File: config.mk
export PLATFORM = sky130hd
export DESIGN_NAME = vfe_controller
export DESIGN_NICKNAME = d
export VERILOG_FILES = /design/src/hdl/voxel_face_extractor_core_macros.svh /design/src/hdl/vfe_pkg.sv /design/src/hdl/vfe_controller.sv
export SDC_FILE = /design/constraint.sdc
export NUM_CORES = 1
export LEC_CHECK = 0
export BUFFER_PORTS_ARGS = -buffer_cell sky130_fd_sc_hd__buf_2
export CORE_UTILIZATION = 55
export CTS_BUF_LIST = sky130_fd_sc_hd__clkbuf_4
export DETAILED_ROUTE_END_ITERATION = 10
export PLACE_DENSITY = 0.82
export SETUP_SLACK_MARGIN = 0.1
export SYNTH_ARGS = -nofsm -noshare
export SYNTH_HDL_FRONTEND = slang
export SYNTH_SLANG_ARGS = --single-unit
File: constraint.sdc
create_clock -name i_clk -period 2.87 [get_ports i_clk]
set_input_delay 0.1435 -clock i_clk [delete_from_list [all_inputs] [get_ports i_clk]]
set_output_delay 0.1435 -clock i_clk [all_outputs]
set_load 0.01 [all_outputs]
File: src/hdl/voxel_face_extractor_core_macros.svh
// Assertion macros used by the voxel face extractor core.
`ifndef VOXEL_FACE_EXTRACTOR_CORE_MACROS_SVH
`define VOXEL_FACE_EXTRACTOR_CORE_MACROS_SVH
`ifndef SYNTHESIS
// Check that pre implies post in the same cycle.
`define VFE_CHECK_NOW(lbl, pre, post) \
    lbl: assert property (@(posedge i_clk) disable iff (!i_rst_n) (pre) |-> (post)) \
        else $error("voxel face extractor check failed");
// Check that pre implies post in the next cycle.
`define VFE_CHECK_NEXT(lbl, pre, post) \
    lbl: assert property (@(posedge i_clk) disable iff (!i_rst_n) (pre) |=> (post)) \
        else $error("voxel face extractor check failed");
`else
`define VFE_CHECK_NOW(lbl, pre, post)
`define VFE_CHECK_NEXT(lbl, pre, post)
`endif
`endif

File: src/hdl/vfe_pkg.sv
// Shared constants, codes and controller/datapath interface types.
`timescale 1ns / 1ps
package vfe_pkg;

    localparam int MAX_DIM_DEF = 32;
    localparam int CFG_IDX_W   = 3;

    localparam logic [5:0] SIZE_RESET = 6'd32;

    // configuration register indexes
    localparam logic [CFG_IDX_W-1:0] CFG_SOLID_MODE = 3'd0;
    localparam logic [CFG_IDX_W-1:0] CFG_SIZE_X     = 3'd1;
    localparam logic [CFG_IDX_W-1:0] CFG_SIZE_Y     = 3'd2;
    localparam logic [CFG_IDX_W-1:0] CFG_SIZE_Z     = 3'd3;

    // axis codes
    localparam logic [1:0] AX_X    = 2'd0;
    localparam logic [1:0] AX_Y    = 2'd1;
    localparam logic [1:0] AX_Z    = 2'd2;
    localparam logic [1:0] AX_NONE = 2'd3;

    // which cell a memory probe looks at
    typedef enum logic [2:0] {
        TAG_C    = 3'd0,
        TAG_NY   = 3'd1,
        TAG_NX   = 3'd2,
        TAG_NZ   = 3'd3,
        TAG_SCAN = 3'd4
    } t_tag;

    // scan position update
    typedef enum logic [2:0] {
        T_HOLD = 3'd0,
        T_TOP  = 3'd1,
        T_ZERO = 3'd2,
        T_DEC  = 3'd3,
        T_INC  = 3'd4
    } t_top;

    typedef struct packed {
        logic issue;
        t_tag tag;
        t_top t_op;
        logic capture;
        logic set_hi;
        logic set_lo;
        logic build_hollow;
        logic build_solid;
        logic emit;
        logic load_wr;
        logic clr_step;
    } t_cmd;

    typedef struct packed {
        logic out_free;
        logic p_hit;
        logic t_zero;
        logic clr_last;
        logic is_load;
        logic is_solid;
        logic axis_ok;
        logic last_face;
    } t_stat;

endpackage

File: src/hdl/vfe_controller.sv
// Controller state machine sequencing clear, load, hollow test, column scan and emit.
`timescale 1ns / 1ps
module vfe_controller (
    input  logic           i_clk,
    input  logic           i_rst_n,
    input  logic           i_valid,
    output logic           o_ready,
    input  vfe_pkg::t_stat i_stat,
    output vfe_pkg::t_cmd  o_cmd
);
    import vfe_pkg::*;

    typedef enum logic [15:0] {
        S_CLEAR     = 16'h0001,
        S_IDLE      = 16'h0002,
        S_DISPATCH  = 16'h0004,
        S_LOAD_RD   = 16'h0008,
        S_LOAD_WR   = 16'h0010,
        S_H_C       = 16'h0020,
        S_H_NY      = 16'h0040,
        S_H_NX      = 16'h0080,
        S_H_NZ      = 16'h0100,
        S_H_WAIT    = 16'h0200,
        S_H_BUILD   = 16'h0400,
        S_S_INIT    = 16'h0800,
        S_S_HI      = 16'h1000,
        S_S_HI_TAIL = 16'h2000,
        S_S_LO      = 16'h4000,
        S_EMIT      = 16'h8000
    } t_state;

    t_state r_state, n_state;

    always_ff @(posedge i_clk) begin
        if (!i_rst_n) begin
            r_state <= S_CLEAR;
        end else begin
            r_state <= n_state;
        end
    end

    assign o_ready = (r_state == S_IDLE);

    always_comb begin
        n_state = r_state;
        o_cmd   = '0;
        o_cmd.tag  = TAG_C;
        o_cmd.t_op = T_HOLD;
        case (r_state)
            S_CLEAR: begin
                o_cmd.clr_step = 1'b1;
                if (i_stat.clr_last) begin
                    n_state = S_IDLE;
                end
            end
            S_IDLE: begin
                if (i_valid) begin
                    o_cmd.capture = 1'b1;
                    n_state = S_DISPATCH;
                end
            end
            S_DISPATCH: begin
                if (i_stat.is_load) begin
                    n_state = S_LOAD_RD;
                end else if (!i_stat.is_solid) begin
                    n_state = S_H_C;
                end else if (i_stat.axis_ok) begin
                    n_state = S_S_INIT;
                end else begin
                    n_state = S_EMIT;
                end
            end
            S_LOAD_RD: begin
                o_cmd.issue = 1'b1;
                n_state = S_LOAD_WR;
            end
            S_LOAD_WR: begin
                o_cmd.load_wr = 1'b1;
                n_state = S_IDLE;
            end
            S_H_C: begin
                o_cmd.issue = 1'b1;
                n_state = S_H_NY;
            end
            S_H_NY: begin
                o_cmd.issue = 1'b1;
                o_cmd.tag   = TAG_NY;
                n_state = S_H_NX;
            end
            S_H_NX: begin
                o_cmd.issue = 1'b1;
                o_cmd.tag   = TAG_NX;
                n_state = S_H_NZ;
            end
            S_H_NZ: begin
                o_cmd.issue = 1'b1;
                o_cmd.tag   = TAG_NZ;
                n_state = S_H_WAIT;
            end
            S_H_WAIT: begin
                n_state = S_H_BUILD;
            end
            S_H_BUILD: begin
                o_cmd.build_hollow = 1'b1;
                n_state = S_EMIT;
            end
            S_S_INIT: begin
                o_cmd.t_op = T_TOP;
                n_state = S_S_HI;
            end
            S_S_HI: begin
                o_cmd.tag = TAG_SCAN;
                if (i_stat.p_hit) begin
                    o_cmd.set_hi = 1'b1;
                    o_cmd.t_op   = T_ZERO;
                    n_state = S_S_LO;
                end else begin
                    o_cmd.issue = 1'b1;
                    if (i_stat.t_zero) begin
                        n_state = S_S_HI_TAIL;
                    end else begin
                        o_cmd.t_op = T_DEC;
                    end
                end
            end
            S_S_HI_TAIL: begin
                o_cmd.tag = TAG_SCAN;
                if (i_stat.p_hit) begin
                    o_cmd.set_hi = 1'b1;
                    o_cmd.t_op   = T_ZERO;
                    n_state = S_S_LO;
                end else begin
                    n_state = S_EMIT;
                end
            end
            S_S_LO: begin
                o_cmd.tag = TAG_SCAN;
                if (i_stat.p_hit) begin
                    o_cmd.set_lo      = 1'b1;
                    o_cmd.build_solid = 1'b1;
                    n_state = S_EMIT;
                end else begin
                    o_cmd.issue = 1'b1;
                    o_cmd.t_op  = T_INC;
                end
            end
            S_EMIT: begin
                if (i_stat.out_free) begin
                    o_cmd.emit = 1'b1;
                    if (i_stat.last_face) begin
                        n_state = S_IDLE;
                    end
                end
            end
            default: begin
                n_state = S_IDLE;
            end
        endcase
    end

endmodule

; ---- Word-level counts from Yosys, hierarchy flattened
; Index checks and enable logic that the tools add are counted.
; W data, S select, Z words.
[totals]
output_inout_bits = 16
wordCells = 58
ff_bits = 16
in_bits = 11
[classes]
n_reduce_logical = 5
mux = 30
eq_ne = 22
[ops]
columns = operator, n
row1 = $pmux W16 S15, 1
row2 = $mux W16, 11
row3 = $pmux W3 S4, 2
row4 = $eq A16 B1 Y1 const B, 1
row5 = $eq A16 B10 Y1 const B, 1
row6 = $eq A16 B11 Y1 const B, 1
row7 = $eq A16 B12 Y1 const B, 1
row8 = $eq A16 B13 Y1 const B, 1
row9 = $eq A16 B14 Y1 const B, 1
row10 = $eq A16 B15 Y1 const B, 1
row11 = $eq A16 B16 Y1 const B, 1
row12 = $eq A16 B2 Y1 const B, 1
row13 = $eq A16 B3 Y1 const B, 1
row14 = $eq A16 B4 Y1 const B, 1
row15 = $eq A16 B5 Y1 const B, 1
row16 = $eq A16 B6 Y1 const B, 1
row17 = $eq A16 B7 Y1 const B, 1
row18 = $eq A16 B8 Y1 const B, 1
row19 = $eq A16 B9 Y1 const B, 1
row20 = $mux W1, 11
row21 = $ne A2 B2 Y1 const B, 5
row22 = $mux W2, 3
row23 = $reduce_and A6 Y1, 1
row24 = $reduce_or A5 Y1, 1
row25 = 5 further kinds, 6

; ---- Depth between registers and ports, before layout
[depth]
ltp_word = 4
mapped_depth = 8
ltp_nobuf = 6

; ---- Worst setup path after synthesis
; OpenSTA, ideal clock, no wires.
[synth_timing]
path_type = reg2out
start = register r_state[8]
end = output o_cmd[8] (netlist name)
setup_slack_ns = 0.773
arrival_time_ns = 1.954
path_stages_with_launch = 7
n_path_buf = 1
required_ns = 2.727
cell_sequence = dfxtp_1 -> buf_6 -> or4_4 -> nor4_4 -> nand2_2 -> or3_4 -> nand2_1
[synth_lines]
columns = item, line_no
row1 = from (decl), vfe_controller.sv:32  ; t_state r_state, n_state;
row2 = from (signal assigned), vfe_controller.sv:38  ; r_state <= n_state;
row3 = to (decl), vfe_controller.sv:9  ; output vfe_pkg::t_cmd o_cmd

==> impl_metrics.ini <==
[cells_and_area]
largest_reg_flops = 16
antenna_cells = 0
drive_above_1_share = 0.282
mostFrequentLayoutCells = buf_2, nor2_1, dfxtp_1
nNetsFinal = 175
area_growth_pct = 12.4
layout_commonest_cell = buf_2
reg_top3 = r_state x16
fin_cells = 190
largest_register = r_state

[floorplan]
start_util = 0.580
dieArea_sq_um = 2230
fp-row-count = 16
die_h_microns = 47.3
die_w_microns = 47.3
core_sq_um = 1940
io_pins = 27

[worst_setup_path]
crit_path_start_kind = flip-flop
reg2regPathDepth = 5
path_class = flip-flop to output port
timing.rr.start = r_state[8]
r2r_setup_slack_ns = 0.69
reg2reg_to = r_state[12]
crit_required_ns = 2.73
critPathCaptureType = output port
cp_max_fo = 14
cp_data_arrival_time_ns = 2.50

[power]
p_leak_nw = 0.589
power_density_nw_per_um2 = 354
ir_drop_uv = 307

[clock_network]
clockBufferDepth = 2
post_cts_resized = 0
cts_root_buf = clkbuf_4
cts_hold_buffers = 0
htree_num_levels = 1
cts_buffers = 3
post_cts_buffers = 0
clock_latency_ns = 0.30
clkTransAtPathRegs_ns = 0.10
clkSinkCount = 16
tritoncts = built

[global_routing]
grt_usage = 0.248
gr-usage-met3 = 0.0462
grt_max_degree = 15
first_global_vias = 859
grtUsageMet2 = 0.375
grt_pass1_wl_microns = 3840
grt-busiest-layer = met2
grt_use_met1 = 0.349
antenna_found_initial = 0
grt_remaining_overflow = 0

[sta]
worst_slew_pin_slew_ns = 0.647
fin_crit_sh = 0.921
fmax_mhz = 378
hold_viol = 0
finalSetupViolCount = 0
rsz0062_at_grt = no
layout_min_cycle_time_ns = 2.64
final.setup.tns_ns = 0
finalMaxSlewViolations = 0
relSlewSlack = 0.565
fin_ws_ns = 0.228
clock_skew_ns = 0.00398
hold_slack_ns = 0.0178

[drt]
postRouteAntennaNets = 0
drc = 0
num_vias = 1120
drtIter0Drc = 34
vias_per_cell = 5.89
drtPass1Iterations = 4
routed_wirelength_microns = 2580
wl_per_cell_microns = 13.6

[hold_path]
worstHoldStart = i_stat[2]
hold_path_depth = 2
whs_endpoint = r_state[5]
hold_path_class = input port to flip-flop

[synthesis]
synth.distinct_cells = 47
ys_seq_area_frac = 0.284
synth_area_per_cell_sq_um = 8.04
ys_warn_count = 0
ys_top_cells_by_area = dfxtp_1, nor2_1, nor3_1, xor2_1, nand2_1
netlist_instances = 140
synth_top_area_cell = dfxtp_1
syn-num-nets = 151
ys_ff_latch = 16
synth_top_area_share = 0.284
syn_area_sq_um = 1130

[placed_design]
placedCellCount = 186
preCtsSetupSlack_ns = 0.579
hpwlAfterDp_microns = 1880
port_buffers = 26
place_congestion = 0.842

[run]
maxCapViolations = 0

[status]
outcome = finished, final reports clean
==> metrics by stage <==
| stage | total power [W] | utilization | instance area, sq um |
|---|---|---|---|
| after floorplan | 0.000295 | - | 1130 |
| after global placement | 0.000317 | 0.639 | 1240 |
| after detailed placement | 0.000319 | 0.639 | 1240 |
| after CTS | 0.000449 | 0.652 | 1270 |
| after global routing | 0.000466 | 0.652 | 1270 |
| final | 0.000448 | 0.652 | 1270 |
==> worst max-delay path, cell delays in order, from the launching register on <==
cell	delay [ns]
dfxtp_1	0.48
nor4_4	0.46
nand2_2	0.15
or3_1	0.37
or4b_1	0.53
nand2_1	0.08
buf_2	0.13
==> cell type report <==
cell class | count | area (sq um)
multi-input cells | 113 | 737
well taps | 27 | 33.8
fillers | 178 | 676
clock inverters | 1 | 3.75
flip-flops and latches | 16 | 320
repair buffers | 27 | 138
clock buffers | 3 | 22.5
inverters | 3 | 11.3
==> power by group <==
group,total [W],switching (W),internal (W),leakage [nW]
clock,0.000133,0.0000818,0.0000508,0.0154
combinational,0.0000811,0.0000450,0.0000362,0.444
sequential,0.000234,0.00000744,0.000227,0.130
total,0.000448,0.000134,0.000313,0.589
==> worst max path at each step <==
stage | start | end | slack [ns] | cells past startpoint
6_report | r_state[12] | o_cmd[12] | 0.23 | 6
5_1_grt | r_state[12] | o_cmd[12] | 0.10 | 6
4_1_cts | r_state[12] | o_cmd[12] | 0.23 | 6
3_5_place_dp | r_state[12] | o_cmd[12] | 0.58 | 6
3_3_place_gp | r_state[12] | o_cmd[12] | 0.62 | 6
2_1_floorplan | r_state[8] | o_cmd[8] | 0.77 | 6
==> per-layer routing <==
| layer | wire length, microns | part of all wire |
|---|---|---|
| met1 | 1170 | 0.45 |
| met2 | 1220 | 0.47 |
| met3 | 160 | 0.062 |
| met4 | 23 | 0.0089 |
| met5 | 0 | 0 |
==> synthesized netlist by cell type (all sizes together) <==
library cell,count
nor3b,1
nand3,5
nor4b,2
or4b,1
o31ai,1
a2111oi,1
or4,3
or3,2
nor2b,1
a221oi,1
o21a,1
nand4bb,1
nor4,7
a21boi,1
and2,1
buf,7
o211a,1
nand3b,3
o21ai,5
dfxtp,16
inv,3
nor2,21
and4,1
nand2b,2
mux2i,2
a31o,2
a2bb2oi,1
clkbuf,1
nand2,14
a32o,1
a21oi,3
and3,2
nor4bb,1
nor3,12
o22ai,2
xor2,6
nand4,3
or3b,2
==> cell families after synthesis <==
group           count (synthesis)  share of synthesized area
flops                          16                      0.284
xor+xnor                        6                     0.0467
buf+inv                        11                     0.0611
simple gates                   85                      0.462
mux                             2                     0.0178
compound gates                 20                      0.128
Note: power is estimated with default switching activity, not from simulation.
